### src/sv/wsd_pkg.sv
// ----------------------------------------------------------------------------
// wsd_pkg
// shared types and constants of the websocket frame deframer
// ----------------------------------------------------------------------------
package wsd_pkg;

    localparam logic [6:0] LEN_EXT16    = 7'd126;
    localparam logic [6:0] LEN_EXT64    = 7'd127;
    localparam logic [3:0] OPCODE_CLOSE = 4'd8;

    // one result word
    typedef struct packed {
        logic [7:0] payload_byte;
        logic       data_valid;
        logic       frame_last;
        logic [3:0] frame_opcode;
        logic       is_close;
    } wsd_result_t;

endpackage

### src/sv/wsd_in_reg.sv
// ----------------------------------------------------------------------------
// wsd_in_reg
// input register: holds one received byte until the parser takes it
// ----------------------------------------------------------------------------
module wsd_in_reg (
    input  logic       clk,
    input  logic       rst_n,
    input  logic       in_valid,
    output logic       in_stall,
    input  logic [7:0] rx_byte,
    input  logic       take,
    output logic       held_valid,
    output logic [7:0] held_byte
);

    logic       vld_reg;
    logic       vld_next;
    logic [7:0] byte_reg;
    logic       load;

    // stall only when a word is held and the parser cannot take it
    assign in_stall = vld_reg && !take;
    assign load     = in_valid && !in_stall;
    assign vld_next = load ? 1'b1 : (take ? 1'b0 : vld_reg);

    always_ff @(posedge clk or negedge rst_n)
    begin
        if (!rst_n)
        begin
            vld_reg <= 1'b0;
        end
        else
        begin
            vld_reg <= vld_next;
        end
    end

    always_ff @(posedge clk)
    begin
        if (load)
        begin
            byte_reg <= rx_byte;
        end
    end

    assign held_valid = vld_reg;
    assign held_byte  = byte_reg;

endmodule

### src/sv/wsd_parse.sv
// ----------------------------------------------------------------------------
// wsd_parse
// frame header parser, length and key capture, payload unmasking
// ----------------------------------------------------------------------------
module wsd_parse (
    input  logic                 clk,
    input  logic                 rst_n,
    input  logic                 held_valid,
    input  logic [7:0]           held_byte,
    input  logic                 room,
    output logic                 take,
    output logic                 push,
    output wsd_pkg::wsd_result_t result
);

    localparam logic [2:0] PH_HDR0  = 3'd0;
    localparam logic [2:0] PH_HDR1  = 3'd1;
    localparam logic [2:0] PH_LEN16 = 3'd2;
    localparam logic [2:0] PH_LEN64 = 3'd3;
    localparam logic [2:0] PH_KEY   = 3'd4;
    localparam logic [2:0] PH_DATA  = 3'd5;

    logic [2:0]  phase_reg,  phase_next;
    logic [2:0]  idx_reg,    idx_next;
    logic [63:0] acc_reg,    acc_next;
    logic [63:0] rem_reg,    rem_next;
    logic [31:0] key_reg,    key_next;
    logic        mask_reg,   mask_next;
    logic [3:0]  opcode_reg, opcode_next;
    logic [1:0]  kpos_reg,   kpos_next;

    logic        emit;
    logic [7:0]  emit_byte;
    logic        emit_data;
    logic        emit_last;
    logic        len_done;
    logic        pay_start;
    logic [63:0] new_len;
    logic [63:0] acc_shift;
    logic [7:0]  kb;

    assign take = held_valid && room;
    assign push = take && emit;

    // key byte for the current payload position, first key byte on top
    always_comb
    begin
        case (kpos_reg)
            2'd0:    kb = key_reg[31:24];
            2'd1:    kb = key_reg[23:16];
            2'd2:    kb = key_reg[15:8];
            default: kb = key_reg[7:0];
        endcase
        if (!mask_reg)
        begin
            kb = 8'h00;
        end
    end

    assign acc_shift = {acc_reg[55:0], held_byte};

    always_comb
    begin
        phase_next  = phase_reg;
        idx_next    = idx_reg;
        acc_next    = acc_reg;
        rem_next    = rem_reg;
        key_next    = key_reg;
        mask_next   = mask_reg;
        opcode_next = opcode_reg;
        kpos_next   = kpos_reg;
        emit        = 1'b0;
        emit_byte   = 8'h00;
        emit_data   = 1'b0;
        emit_last   = 1'b0;
        len_done    = 1'b0;
        pay_start   = 1'b0;
        new_len     = rem_reg;

        unique case (phase_reg) inside
            PH_HDR1:
            begin
                mask_next = held_byte[7];
                idx_next  = 3'd0;
                acc_next  = 64'd0;
                if (held_byte[6:0] == wsd_pkg::LEN_EXT16)
                begin
                    phase_next = PH_LEN16;
                end
                else if (held_byte[6:0] == wsd_pkg::LEN_EXT64)
                begin
                    phase_next = PH_LEN64;
                end
                else
                begin
                    new_len  = {57'd0, held_byte[6:0]};
                    len_done = 1'b1;
                end
            end
            PH_LEN16, PH_LEN64:
            begin
                acc_next = acc_shift;
                if (idx_reg == ((phase_reg == PH_LEN16) ? 3'd1 : 3'd7))
                begin
                    new_len  = acc_shift;
                    len_done = 1'b1;
                end
                else
                begin
                    idx_next = idx_reg + 3'd1;
                end
            end
            PH_KEY:
            begin
                key_next = {key_reg[23:0], held_byte};
                if (idx_reg >= 3'd3)
                begin
                    pay_start = 1'b1;
                end
                else
                begin
                    idx_next = idx_reg + 3'd1;
                end
            end
            PH_DATA:
            begin
                kpos_next = kpos_reg + 2'd1;
                rem_next  = rem_reg - 64'd1;
                emit      = 1'b1;
                emit_byte = held_byte ^ kb;
                emit_data = 1'b1;
                // last byte when the count is about to reach zero
                if (rem_reg == 64'd1)
                begin
                    emit_last  = 1'b1;
                    phase_next = PH_HDR0;
                end
            end
            default:
            begin
                // header first byte, also any unused phase code
                opcode_next = held_byte[3:0];
                phase_next  = PH_HDR1;
            end
        endcase

        // length known: key next if masked, else straight to payload
        if (len_done)
        begin
            rem_next = new_len;
            idx_next = 3'd0;
            if (mask_next)
            begin
                key_next   = 32'd0;
                phase_next = PH_KEY;
            end
            else
            begin
                pay_start = 1'b1;
            end
        end

        // payload start: a zero length frame gives a lone end marker, else the payload phase follows
        if (pay_start)
        begin
            kpos_next = 2'd0;
            idx_next  = 3'd0;
            if (new_len == 64'd0)
            begin
                emit       = 1'b1;
                emit_last  = 1'b1;
                phase_next = PH_HDR0;
            end
            else
            begin
                phase_next = PH_DATA;
            end
        end
    end

    assign result.payload_byte = emit_byte;
    assign result.data_valid   = emit_data;
    assign result.frame_last   = emit_last;
    assign result.frame_opcode = opcode_reg;
    assign result.is_close     = (opcode_reg == wsd_pkg::OPCODE_CLOSE);

    always_ff @(posedge clk or negedge rst_n)
    begin
        if (!rst_n)
        begin
            phase_reg  <= PH_HDR0;
            idx_reg    <= 3'd0;
            acc_reg    <= 64'd0;
            rem_reg    <= 64'd0;
            key_reg    <= 32'd0;
            mask_reg   <= 1'b0;
            opcode_reg <= 4'd0;
            kpos_reg   <= 2'd0;
        end
        else if (take)
        begin
            phase_reg  <= phase_next;
            idx_reg    <= idx_next;
            acc_reg    <= acc_next;
            rem_reg    <= rem_next;
            key_reg    <= key_next;
            mask_reg   <= mask_next;
            opcode_reg <= opcode_next;
            kpos_reg   <= kpos_next;
        end
    end

`ifndef ASSERT_OFF
    // payload phase always has bytes left to take
    a_data_nonzero: assert property (@(posedge clk) disable iff (!rst_n)
        phase_reg == PH_DATA |-> rem_reg != 64'd0)
        else $error("payload phase with zero bytes remaining");

    // a frame's final result sends the parser back to header parsing
    a_last_to_hdr: assert property (@(posedge clk) disable iff (!rst_n)
        push && result.frame_last |=> phase_reg == PH_HDR0)
        else $error("parser did not return to header after frame end");

    // key phase only for masked frames, at most four key bytes
    a_key_phase: assert property (@(posedge clk) disable iff (!rst_n)
        phase_reg == PH_KEY |-> mask_reg && idx_reg <= 3'd3)
        else $error("bad key phase state");
`endif

endmodule

### src/sv/wsd_out_fifo.sv
// ----------------------------------------------------------------------------
// wsd_out_fifo
// two entry result register with skid, parts the parser from the consumer
// ----------------------------------------------------------------------------
module wsd_out_fifo (
    input  logic                 clk,
    input  logic                 rst_n,
    input  logic                 push,
    input  wsd_pkg::wsd_result_t push_data,
    output logic                 room,
    output logic                 out_valid,
    input  logic                 out_stall,
    output wsd_pkg::wsd_result_t head
);

    wsd_pkg::wsd_result_t ent0_reg, ent0_next;
    wsd_pkg::wsd_result_t ent1_reg, ent1_next;
    logic [1:0]           count_reg, count_next;
    logic                 pop;

    assign out_valid = (count_reg != 2'd0);
    assign pop       = out_valid && !out_stall;
    assign room      = (count_reg != 2'd2);
    assign head      = ent0_reg;

    always_comb
    begin
        ent0_next  = ent0_reg;
        ent1_next  = ent1_reg;
        count_next = count_reg;
        if (pop && push)
        begin
            ent0_next = push_data;
        end
        else if (pop)
        begin
            ent0_next  = ent1_reg;
            count_next = count_reg - 2'd1;
        end
        else if (push)
        begin
            if (count_reg == 2'd0)
            begin
                ent0_next = push_data;
            end
            else
            begin
                ent1_next = push_data;
            end
            count_next = count_reg + 2'd1;
        end
    end

    always_ff @(posedge clk or negedge rst_n)
    begin
        if (!rst_n)
        begin
            count_reg <= 2'd0;
        end
        else
        begin
            count_reg <= count_next;
        end
    end

    always_ff @(posedge clk)
    begin
        ent0_reg <= ent0_next;
        ent1_reg <= ent1_next;
    end

`ifndef ASSERT_OFF
    // parser never pushes into a full buffer, and the count stays bounded
    a_no_overflow: assert property (@(posedge clk) disable iff (!rst_n)
        count_reg != 2'd3 && !(push && count_reg == 2'd2))
        else $error("result buffer overflow");
`endif

endmodule

### src/sv/websocket_frame_deframer.sv
// path: an accepted byte is held in the input register, passes the parser step and is written into the result buffer
// throughput: one byte per cycle while the result buffer has room, set by the single-pass parser step between
// the input register and the two entry result buffer
// header, extended-length and key bytes give no result; an empty frame gives one end marker
// reset (rst_n low, asynchronous) clears the parser to header parsing and
// empties both registers; no clearing pass
// ----------------------------------------------------------------------------
// websocket_frame_deframer
// parses websocket frames from a byte stream and unmasks the payload
// ----------------------------------------------------------------------------
module websocket_frame_deframer (
    input  logic       clk,
    input  logic       rst_n,
    // received byte stream
    input  logic       in_valid,
    output logic       in_stall,
    input  logic [7:0] rx_byte,
    // result words
    output logic       out_valid,
    input  logic       out_stall,
    output logic [7:0] payload_byte,
    output logic       data_valid,
    output logic       frame_last,
    output logic [3:0] frame_opcode,
    output logic       is_close
);

    // input register to parser
    logic                 held_valid;
    logic [7:0]           held_byte;
    logic                 take;

    // parser to result buffer
    logic                 push;
    logic                 room;
    wsd_pkg::wsd_result_t result;
    wsd_pkg::wsd_result_t head;

    // input register; stall follows registered state only
    wsd_in_reg u_in_reg (
        .clk        (clk),
        .rst_n      (rst_n),
        .in_valid   (in_valid),
        .in_stall   (in_stall),
        .rx_byte    (rx_byte),
        .take       (take),
        .held_valid (held_valid),
        .held_byte  (held_byte)
    );

    // header and length parsing, key capture, unmasking
    wsd_parse u_parse (
        .clk        (clk),
        .rst_n      (rst_n),
        .held_valid (held_valid),
        .held_byte  (held_byte),
        .room       (room),
        .take       (take),
        .push       (push),
        .result     (result)
    );

    // result buffer, two entries so the parser can push one more result while the head word is stalled
    wsd_out_fifo u_out_fifo (
        .clk        (clk),
        .rst_n      (rst_n),
        .push       (push),
        .push_data  (result),
        .room       (room),
        .out_valid  (out_valid),
        .out_stall  (out_stall),
        .head       (head)
    );

    // unpack the head word onto the ports
    assign payload_byte = head.payload_byte;
    assign data_valid   = head.data_valid;
    assign frame_last   = head.frame_last;
    assign frame_opcode = head.frame_opcode;
    assign is_close     = head.is_close;

endmodule
### config.mk
export PLATFORM = sky130hd
export DESIGN_NAME = websocket_frame_deframer
export DESIGN_NICKNAME = d
export VERILOG_FILES = /design/src/sv/wsd_pkg.sv /design/src/sv/wsd_in_reg.sv /design/src/sv/wsd_parse.sv /design/src/sv/wsd_out_fifo.sv /design/src/sv/websocket_frame_deframer.sv
export SDC_FILE = /design/constraint.sdc
export NUM_CORES = 1
export LEC_CHECK = 0
export BUFFER_PORTS_ARGS = -buffer_cell sky130_fd_sc_hd__buf_2
export CAP_MARGIN = 5
export CORE_ASPECT_RATIO = 2
export CORE_MARGIN = 10
export CORE_UTILIZATION = 23
export CTS_CLUSTER_DIAMETER = 40
export DETAILED_ROUTE_END_ITERATION = 12
export PLACE_DENSITY = 0.47
export SLEW_MARGIN = 20
export SYNTH_ARGS = -nofsm -noshare
export SYNTH_HDL_FRONTEND = slang
export SYNTH_SLANG_ARGS = --single-unit
### constraint.sdc
create_clock -name clk -period 3.6 [get_ports clk]
set_input_delay 0.36 -clock clk [delete_from_list [all_inputs] [get_ports clk]]
set_output_delay 0.36 -clock clk [all_outputs]
set_load 0.1 [all_outputs]
==> impl_metrics.tcl, run 1 <==
set metrics [dict create \
    status "finished clean" \
    routed-via-count 9299 \
    largest_register_ffs 64 \
    setup-tns-final_ps 0 \
    antenna_left 0 \
    post-dp-hpwl_um 27600 \
    dominantRegCellSynth "sky130_fd_sc_hd__dfrtp_1" \
    routed_wirelength_um 38400 \
    syn_nets 1127 \
    clkSlewWorstSetupHoldPaths_ps 70 \
    synth_top_family_by_area "compound AO/OA/AOI/OAI gates" \
    netlist_instances 1106 \
    critPathMaxFanout 4 \
    grt_util_all_layers_pct 14.0 \
    cts_num_sinks 206 \
    synth-edff-count 38 \
    floorplan.initialDensity_pct 23.3 \
    final_layout_size_suffix_gt1_share_pct 16.4 \
    cp-end-kind "register" \
    p_per_area_nw_per_um2 759 \
    synth-compound-area-share_pct 23.0 \
    critical_path.reg2reg.startpoint "u_parse.acc_reg[10]$_DFFE_PN0P_" \
    drt_pass1_iterations 5 \
    hold_viol 0 \
    gp_congestion 0.875 \
    cp-start-kind "register" \
    ctsHtreeMaxLevel 1 \
    yosys.area.top_type_share_pct 40.7 \
    crit-reg2reg-capture "u_out_fifo.head[0]$_DFFE_PP_" \
    floorplan.die.width_um 170 \
    fin_skew_ps 33.2 \
    yosys.area_share.simple_pct 18.3 \
    clkLatencyLatePin_ps 560 \
    detail_route.wl_per_cell_um 21.9 \
    yosys.area_share.adder_pct 1.09 \
    synth-seq-area-share_pct 51.7 \
    min_period_over_period_pct 96.4 \
    synth.top_cells.by_area "sky130_fd_sc_hd__dfrtp_1 41%, sky130_fd_sc_hd__edfxtp_1 11%, sky130_fd_sc_hd__nand2_1 5.6%, sky130_fd_sc_hd__a21oi_1 5.4%, sky130_fd_sc_hd__a22o_1 5.3%" \
    die_area_um2 54400 \
    cellLeakagePower_nw 5.13 \
    cap_violations 0 \
    top_usage_layer "met2" \
    floorplan.core_area_um2 44300 \
    global_routing_usage_on_met1_pct 13.6 \
    numPortBuffers 28 \
    drtIter0Drc 869 \
    first_global_vias 9479 \
    vdd_ir_drop_max_v 0.000376 \
    grt-ovfl-total 0 \
    achievable_freq_mhz 288 \
    cp_data_arrival_time_ps 3770 \
    dieHeight_um 320 \
    largest_net_degree_at_the_start_of_global_routing 73 \
    post-synth-top-count-cell "sky130_fd_sc_hd__dfrtp_1" \
    yosysWarnings 0 \
    post-route-min-period_ps 3470 \
    finalSetupViolations 0 \
    ys_ff_latch 206 \
    drc 0 \
    antenna_found_initial 0 \
    ff2ff_path_depth 11 \
    synth.cell_area_um2 10300 \
    cts_buffers 25 \
    num_antenna_cells 0 \
    io-pin-count 29 \
    finish.net_count 1203 \
    most_used_standard_cells_in_the_synthesized_netlist "168 x sky130_fd_sc_hd__dfrtp_1, 155 x sky130_fd_sc_hd__nand2_1, 112 x sky130_fd_sc_hd__a21oi_1" \
    synth.area.mux_share_pct 1.28 \
    worstMarginPinSlew_ps 697 \
    synth.avg_cell_area_um2 9.35 \
    area_delta_synth_final_pct 21.9 \
    rows 109 \
    r2r_setup_slack_ps 130 \
    required_ps 3900 \
    power.total_mw 9.57 \
    timing.slew.headroom_pct 53.5 \
    worst-setup-path-type "reg -> reg" \
    synth_top_cell_by_area "sky130_fd_sc_hd__dfrtp_1" \
    via_per_inst 5.30 \
    worst_setup_path_start "u_parse.acc_reg[10]$_DFFE_PN0P_" \
    grtUsageMet3_pct 1.36 \
    synth.lib_cells_used.distinct 58 \
    grt_setup_unrepaired "false" \
    timing.hold.worst.class "in -> reg" \
    synth_async_sr_flop_share_pct 81.6 \
    cts.path.max_buffers 3 \
    cell_chosen_for_the_clock_root "sky130_fd_sc_hd__clkbuf_16" \
    worst_setup_path_endpoint "u_out_fifo.head[0]$_DFFE_PP_" \
    wire_length_of_the_first_global_routing_pass_um 59200 \
    synth_xor_xnor_area_share_pct 0.762 \
    slew_violations 0 \
    tritoncts "done" \
    grt.met2_usage_pct 27.4 \
]
## power breakdown
group | internal (mW) | leakage, nW | total (mW) | switching, mW
Sequential | 2.95 | 2.59 | 3.43 | 0.478
Clock | 1.41 | 0.390 | 2.56 | 1.15
Combinational | 1.08 | 2.15 | 3.58 | 2.50
Total | 5.44 | 5.13 | 9.57 | 4.13
## repair_timing
item,CTS,global route
buffers inserted,0,1
gates resized for setup,0,5
setup endpoints to repair,0,15
hold endpoints to repair,67,0
hold buffers,9,0
## per-stage QoR
| step | hold slack (ps) | instance area (um2) | util (%) | worst slack, ps | cells |
|---|---|---|---|---|---|
| 2_1_floorplan | 64.4 | 10300 | - | 110 | 1106 |
| 3_3_place_gp | 374 | 11700 | 26.3 | 168 | 1700 |
| 3_5_place_dp | 373 | 11700 | 26.3 | 102 | 1700 |
| 4_1_cts | 4.45 | 12600 | 28.4 | 86.3 | 1755 |
| 5_1_grt | 17.0 | 12600 | 28.4 | 9.46 | 1756 |
| 6_report | 23.9 | 12600 | 28.4 | 130 | 1756 |
## final cells by class
class	instances	area, um2
sequential	206	5350
clock inverter	19	180
fill	4630	31700
inverter	29	109
tap	555	694
multi-input combinational	794	4690
clock buffer	27	643
timing repair buffer	126	942
## per-layer routing
metal	up-vias	share of wire, %
li1	4272	-
met1	4668	34
met2	262	57
met3	97	3.2
met4	0	5.8
met5	-	0
## worst max-delay path, stage by stage (launching register included)
cell and delay [ps]:
sky130_fd_sc_hd__dfrtp_1 410, sky130_fd_sc_hd__nor4_1 480, sky130_fd_sc_hd__nand4_1 290, sky130_fd_sc_hd__nor4_1 350, sky130_fd_sc_hd__o221ai_1 210, sky130_fd_sc_hd__nor4b_2 300
sky130_fd_sc_hd__buf_4 160, sky130_fd_sc_hd__nand2_1 110, sky130_fd_sc_hd__a21oi_1 190, sky130_fd_sc_hd__ha_2 230, sky130_fd_sc_hd__or3_1 140, sky130_fd_sc_hd__mux2_2 340
## how the worst min path moves through the flow
stage                     startpoint                              end  slack [ps]  cells past startpoint
after global routing        in_valid  u_in_reg.held_valid$_DFFE_PN0P_          20                      2
after CTS                   in_valid  u_in_reg.held_valid$_DFFE_PN0P_           4                      2
final                       in_valid  u_in_reg.held_valid$_DFFE_PN0P_          20                      2
after global placement         rst_n  u_parse.acc_reg[11]$_DFFE_PN0P_         370                      1
after floorplan                rst_n  u_in_reg.held_valid$_DFFE_PN0P_          60                      0
after detailed placement       rst_n  u_parse.acc_reg[11]$_DFFE_PN0P_         370                      1
## cell families (layout without fill, tap and decap cells)
family / count (synthesis) / after routing
AND/OR/NAND/NOR: 395 / 395
AO/OA/AOI/OAI: 369 / 369
flip-flops: 206 / 206
buffers and inverters: 106 / 201
multiplexers: 12 / 12
adder cells (fa/ha/maj): 9 / 9
XOR/XNOR: 9 / 9
## layout by cell type, fill, tap and decap left out, types with 12 or more instances in the layout
cell type                     n
sky130_fd_sc_hd__o21ai_0     91
sky130_fd_sc_hd__edfxtp_1    38
sky130_fd_sc_hd__nand2_1    154
sky130_fd_sc_hd__nor2_1      71
sky130_fd_sc_hd__dfrtp_1    168
sky130_fd_sc_hd__buf_2       27
sky130_fd_sc_hd__a22o_1      62
sky130_fd_sc_hd__or3_1       12
sky130_fd_sc_hd__nor4_1      35
sky130_fd_sc_hd__buf_4       86
sky130_fd_sc_hd__nand4_1     14
sky130_fd_sc_hd__inv_1       29
sky130_fd_sc_hd__o31ai_1     13
sky130_fd_sc_hd__clkbuf_16   25
sky130_fd_sc_hd__nor3_1      40
sky130_fd_sc_hd__a21oi_1    110
sky130_fd_sc_hd__a22oi_1     13
sky130_fd_sc_hd__nand3_1     20
Note: power is estimated with default switching activity, not from simulation.
==> run 2: changes to the inputs <==
Settings changed: BUFFER_PORTS_ARGS -buffer_cell sky130_fd_sc_hd__buf_2 to default, DONT_BUFFER_PORTS from default to 1, PLACE_DENSITY 0.47 to 0.45.
Clock period 3.6 ns to 3.2 ns, I/O delays scaled along.
==> run 2 against run 1 <==
Compared with the run above: maximum frequency up 12%; final cell count increased by 4.9%; critical endpoint is now u_out_fifo.head[5]$_DFFE_PP_; wire length rose by 4.3%; design area rose by 7.6%; sequential share of layout area is 3.0 points lower; the flow now finishes with violations (hold timing); critical path depth decreased by 1.
==> impl_metrics.tcl, run 2 (same netlist as run 1, synthesis figures left out) <==
set metrics [dict create \
    status "complete, but fails checks" \
    violated_checks "hold timing" \
    routed_wirelength_um 40000 \
    dieHeight_um 320 \
    rows 109 \
    drtIter0Drc 654 \
    via_per_inst 5.18 \
    cts.path.max_buffers 3 \
    cp_data_arrival_time_ps 3420 \
    cap_violations 0 \
    cp_cell_sequence "or3_4 -> a211oi_4 -> o21ai_2 -> a222oi_1 -> nor4b_4 -> nand2_2 -> a21oi_2 -> ha_2 -> or3_4 -> mux2_4" \
    clkLatencyLatePin_ps 570 \
    antenna_found_initial 0 \
    finish.net_count 1286 \
    critical_path_buf_inv_count 0 \
    fin_util_pct 30.6 \
    crit_path_max_incr_delay_ps 410 \
    seqCellArea_um2 5350 \
    post-dp-hpwl_um 29200 \
    routed-via-count 9536 \
    largest_net_degree_at_the_start_of_global_routing 169 \
    crit_family "simple AND/OR/NAND/NOR gates" \
    setup-tns-final_ps 0 \
    first_global_vias 9899 \
    die_area_um2 54400 \
    cp-start-kind "register" \
    finalSetupViolations 0 \
    setup_ws_ps 100 \
    drc 0 \
    cp-end-kind "register" \
    num_antenna_cells 0 \
    fin_skew_ps 33.7 \
    cell_chosen_for_the_clock_root "sky130_fd_sc_hd__clkbuf_16" \
    area_delta_synth_final_pct 31.1 \
    floorplan.core_area_um2 44300 \
    vdd_ir_drop_max_v 0.000414 \
    min_period_over_period_pct 96.9 \
    floorplan.initialDensity_pct 23.3 \
    antenna_left 0 \
    final_layout_size_suffix_gt1_share_pct 23.7 \
    critical_path_cell_count 10 \
    slew_violations 0 \
    timing.slew.headroom_pct 34.5 \
    clkSlewWorstSetupHoldPaths_ps 60 \
    grt_util_all_layers_pct 14.4 \
    cellLeakagePower_nw 5.70 \
    largest_register_ffs 64 \
    ff2ff_path_depth 10 \
    critPathMaxFanout 5 \
    required_ps 3520 \
    io-pin-count 29 \
    placement.setup.worst_slack_ps -85.4 \
    timing.hold.worst.class "in -> async" \
    grtUsageMet3_pct 1.47 \
    post-route-min-period_ps 3100 \
    global_routing_usage_on_met1_pct 13.2 \
    power.total_mw 11.4 \
    fill_cells 4572 \
    drt_pass1_iterations 5 \
    grt_setup_unrepaired "true" \
    layout.cells.most_common_list "193 x sky130_fd_sc_hd__buf_4, 168 x sky130_fd_sc_hd__dfrtp_1, 150 x sky130_fd_sc_hd__nand2_1" \
    cts_buffers 28 \
    path_common_cell "sky130_fd_sc_hd__or3_4" \
    gp_congestion 0.840 \
    fin_hold_ws_ps -551 \
    top_usage_layer "met2" \
    worstMarginPinSlew_ps 985 \
    numPortBuffers 0 \
    grt.met2_usage_pct 29.4 \
    grt-ovfl-total 0 \
    tritoncts "done" \
    mostFrequentLayoutCell "sky130_fd_sc_hd__buf_4" \
    p_per_area_nw_per_um2 843 \
    cp_slowest_cell "sky130_fd_sc_hd__or3_4" \
    detail_route.wl_per_cell_um 21.7 \
    cts-hold-fix-buffers 9 \
    worst-setup-path-type "reg -> reg" \
    total_area_of_multi_input_combinational_cells_um2 4830 \
    floorplan.die.width_um 170 \
    wire_length_of_the_first_global_routing_pass_um 60300 \
    cts_num_sinks 206 \
    ctsHtreeMaxLevel 1 \
    achievable_freq_mhz 323 \
    hold_viol 168 \
]
==> run 2: cell count changes in the layout (fill, tap and decap cells not counted), moves of 4 or more <==
cell | previous run | this run
sky130_fd_sc_hd__nor4_2 | 3 | 7
sky130_fd_sc_hd__buf_4 | 86 | 193
sky130_fd_sc_hd__nand2_2 | 1 | 5
sky130_fd_sc_hd__nand2_1 | 154 | 150
sky130_fd_sc_hd__nor4_1 | 35 | 29
sky130_fd_sc_hd__buf_2 | 27 | 0
==> run 2: cell type report <==
type	count	area share, %
clock buffers	32	5.43
clock inverters	20	1.62
inverters	29	0.803
multi-input cells	794	35.6
flip-flops and latches	206	39.4
well taps	555	5.12
repair buffers	206	11.9
==> run 2: timing repair <==
item | CTS | global route
setup endpoints to repair | 16 | 25
buffers inserted | 0 | 2
resized for setup | 6 | 28
cloned | 0 | 0
hold endpoints to repair | 177 | 168
pin swaps | 3 | 10
==> run 2: worst paths after layout <==
kind / end / start / slack [ps]
worst min-delay path: u_out_fifo.count_reg[0]$_DFFE_PN0P_ / rst_n / -550
max in group asynchronous: u_parse.rem_reg[55]$_DFFE_PN0P_ / rst_n / 3390
worst max register to register: u_out_fifo.head[5]$_DFFE_PP_ / u_parse.idx_reg[1]$_DFFE_PN0P_ / 100
min in group clk: u_out_fifo.count_reg[1]$_DFFE_PN0P_ / out_stall / 50
worst min register to register: u_out_fifo.ent1_reg[4]$_DFFE_PP_ / u_parse.opcode_reg[3]$_DFFE_PN0P_ / 510
worst max-delay path: u_out_fifo.head[5]$_DFFE_PP_ / u_parse.idx_reg[1]$_DFFE_PN0P_ / 100
==> run 2: where the power goes <==
group	internal, mW	switching [mW]
Clock	1.86	1.34
Sequential	3.33	1.12
Combinational	1.45	2.32
Total	6.64	4.78
==> run 2: routing by layer <==
metal / share of wire, % / vias up / routed length [um]
met3: 2.9 / 89 / 1170
met2: 59 / 230 / 23500
li1: - / 4436 / -
met1: 33 / 4781 / 13100
met4: 5.5 / 0 / 2200
met5: 0 / - / 0
==> run 2: through the flow <==
step / instances / hold slack [ps] / cell area, um2
floorplan: 1106 / 24.4 / 10400
CTS: 1840 / -577 / 13400
finish: 1842 / -551 / 13600
global route: 1842 / -571 / 13600
detailed placement: 1779 / 35.2 / 12300
global placement: 1779 / 34.4 / 12300
==> run 2: worst register-to-register path: cells and delay by family, from the launching register on <==
family | cells | cell delay [ps]
DFF | 1 | 380
adders and majority gates | 1 | 220
muxes | 1 | 290
AOI/OAI and AO/OA | 4 | 990
and+or+nand+nor | 4 | 990
==> run 3: changes to the inputs <==
Settings changed: PLACE_DENSITY 0.45 to 0.39.
==> run 3 against run 2 <==
Compared with the run above: the flow still finishes with violations (hold timing); setup slack got worse by 61 ps; total power down 0.30%; first-iteration DRC count increased by 15%; maximum frequency fell by 1.9%; largest cell class unchanged.
==> impl_metrics.tcl, run 3 (same netlist as run 1, synthesis figures left out) <==
set metrics [dict create \
    floorplan.initialDensity_pct 23.3 \
    clkLatencyLatePin_ps 580 \
    hold_viol 168 \
    post-dp-hpwl_um 30200 \
    wire_length_of_the_first_global_routing_pass_um 62300 \
    timing.slew.headroom_pct 36.9 \
    vdd_ir_drop_max_v 0.000390 \
    grt.met2_usage_pct 29.9 \
    fin_skew_ps 26.6 \
    timing.hold.worst.class "in -> async" \
    critPathMaxFanout 5 \
    antenna_found_initial 0 \
    drtIter0Drc 752 \
    floorplan.die.width_um 170 \
    grtUsageMet3_pct 1.67 \
    floorplan.core_area_um2 44300 \
    cp-end-kind "register" \
    drc 0 \
    dieHeight_um 320 \
    cts_num_sinks 206 \
    crit_family "compound AO/OA/AOI/OAI gates" \
    grt-ovfl-total 0 \
    largest_net_degree_at_the_start_of_global_routing 169 \
    die_area_um2 54400 \
    cp_cell_sequence "or3_4 -> a211oi_4 -> o21ai_2 -> a222oi_1 -> nor4b_4 -> nand2_2 -> a21oi_2 -> ha_2 -> or3_4 -> mux2_4" \
    cp_slowest_cell "sky130_fd_sc_hd__or3_4" \
    ctsHtreeMaxLevel 1 \
    clkSlewWorstSetupHoldPaths_ps 60 \
    required_ps 3530 \
    rows 109 \
    grt_util_all_layers_pct 15.0 \
    cellLeakagePower_nw 5.71 \
    global_routing_usage_on_met1_pct 14.3 \
    cts-hold-fix-buffers 9 \
    finish.net_count 1291 \
    cell_chosen_for_the_clock_root "sky130_fd_sc_hd__clkbuf_16" \
    antenna_left 0 \
    cts.path.max_buffers 3 \
    status "complete, but fails checks" \
    io-pin-count 29 \
    tritoncts "done" \
    worst-setup-path-type "reg -> reg" \
    grt_setup_unrepaired "true" \
    cp-start-kind "register" \
    crit_path_max_incr_delay_ps 410 \
    cp_data_arrival_time_ps 3490 \
    drt_pass1_iterations 6 \
    area_delta_synth_final_pct 31.4 \
    p_per_area_nw_per_um2 838 \
    finalSetupViolations 0 \
    top_usage_layer "met2" \
    mostFrequentLayoutCell "sky130_fd_sc_hd__buf_4" \
    routed-via-count 9468 \
    cts_buffers 29 \
    violated_checks "hold timing" \
    detail_route.wl_per_cell_um 22.4 \
    worstMarginPinSlew_ps 948 \
    path_common_cell "sky130_fd_sc_hd__or3_4" \
    post-route-min-period_ps 3160 \
    routed_wirelength_um 41400 \
    critical_path_buf_inv_count 0 \
    layout.cells.most_common_list "196 x sky130_fd_sc_hd__buf_4, 168 x sky130_fd_sc_hd__dfrtp_1, 150 x sky130_fd_sc_hd__nand2_1" \
    via_per_inst 5.12 \
    first_global_vias 9908 \
    largest_register_ffs 64 \
    final_layout_size_suffix_gt1_share_pct 23.9 \
    slew_violations 0 \
    numPortBuffers 0 \
    min_period_over_period_pct 98.8 \
    fin_hold_ws_ps -550 \
    cap_violations 0 \
    achievable_freq_mhz 316 \
    gp_congestion 0.827 \
    setup-tns-final_ps 0 \
    num_antenna_cells 0 \
]
==> run 3: layout make-up <==
class	count	area, um2
well taps	555	694
flip-flops and latches	206	5350
inverters	29	109
clock buffers	33	741
multi-input cells	794	4830
repair buffers	210	1660
fillers	4604	30700
clock inverters	21	211
==> run 3: worst paths after layout <==
check / from / endpoint / slack (ps) / depth (start not counted)
max: u_parse.idx_reg[2]$_DFFE_PN0P_ / u_out_fifo.head[5]$_DFFE_PP_ / 40 / 10
min: rst_n / u_parse.rem_reg[19]$_DFFE_PN0P_ / -550 / 0
max reg2reg: u_parse.idx_reg[2]$_DFFE_PN0P_ / u_out_fifo.head[5]$_DFFE_PP_ / 40 / 10
min reg2reg: u_parse.opcode_reg[3]$_DFFE_PN0P_ / u_out_fifo.ent1_reg[4]$_DFFE_PP_ / 490 / 0
max in group asynchronous: rst_n / u_parse.rem_reg[54]$_DFFE_PN0P_ / 3330 / 0
min in group clk: out_stall / u_out_fifo.count_reg[1]$_DFFE_PN0P_ / 50 / 3
==> run 3: report_power, final <==
part           switching (mW)  internal, mW  leakage (nW)
Combinational            2.31          1.43          2.67
Sequential               1.11          3.33          2.59
Clock                    1.40          1.81         0.452
==> run 3: repair_timing <==
action | CTS | global route
hold endpoints to repair | 177 | 168
pin swaps | 6 | 9
endpoints found under the setup margin | 15 | 18
buffers inserted | 4 | 2
resized for setup | 14 | 20
==> run 3: per-layer routing <==
layer	up-vias	share of wire, %
li1	4445	-
met1	4752	34
met2	192	58
met3	79	2.8
met4	0	5.5
met5	-	0
==> run 3: per-stage QoR <==
| stage | setup slack (ps) | area [um2] | power, mW | util, % | std cells |
|---|---|---|---|---|---|
| 5_1_grt | -85.5 | 13600 | 12.0 | 30.7 | 1848 |
| 2_1_floorplan | 20.5 | 10400 | 6.48 | - | 1106 |
| 6_report | 39.2 | 13600 | 11.4 | 30.7 | 1848 |
| 4_1_cts | 3.69 | 13500 | 11.5 | 30.4 | 1846 |
| 3_3_place_gp | -112 | 12300 | 8.16 | 27.9 | 1779 |
| 3_5_place_dp | -170 | 12300 | 8.19 | 27.9 | 1779 |
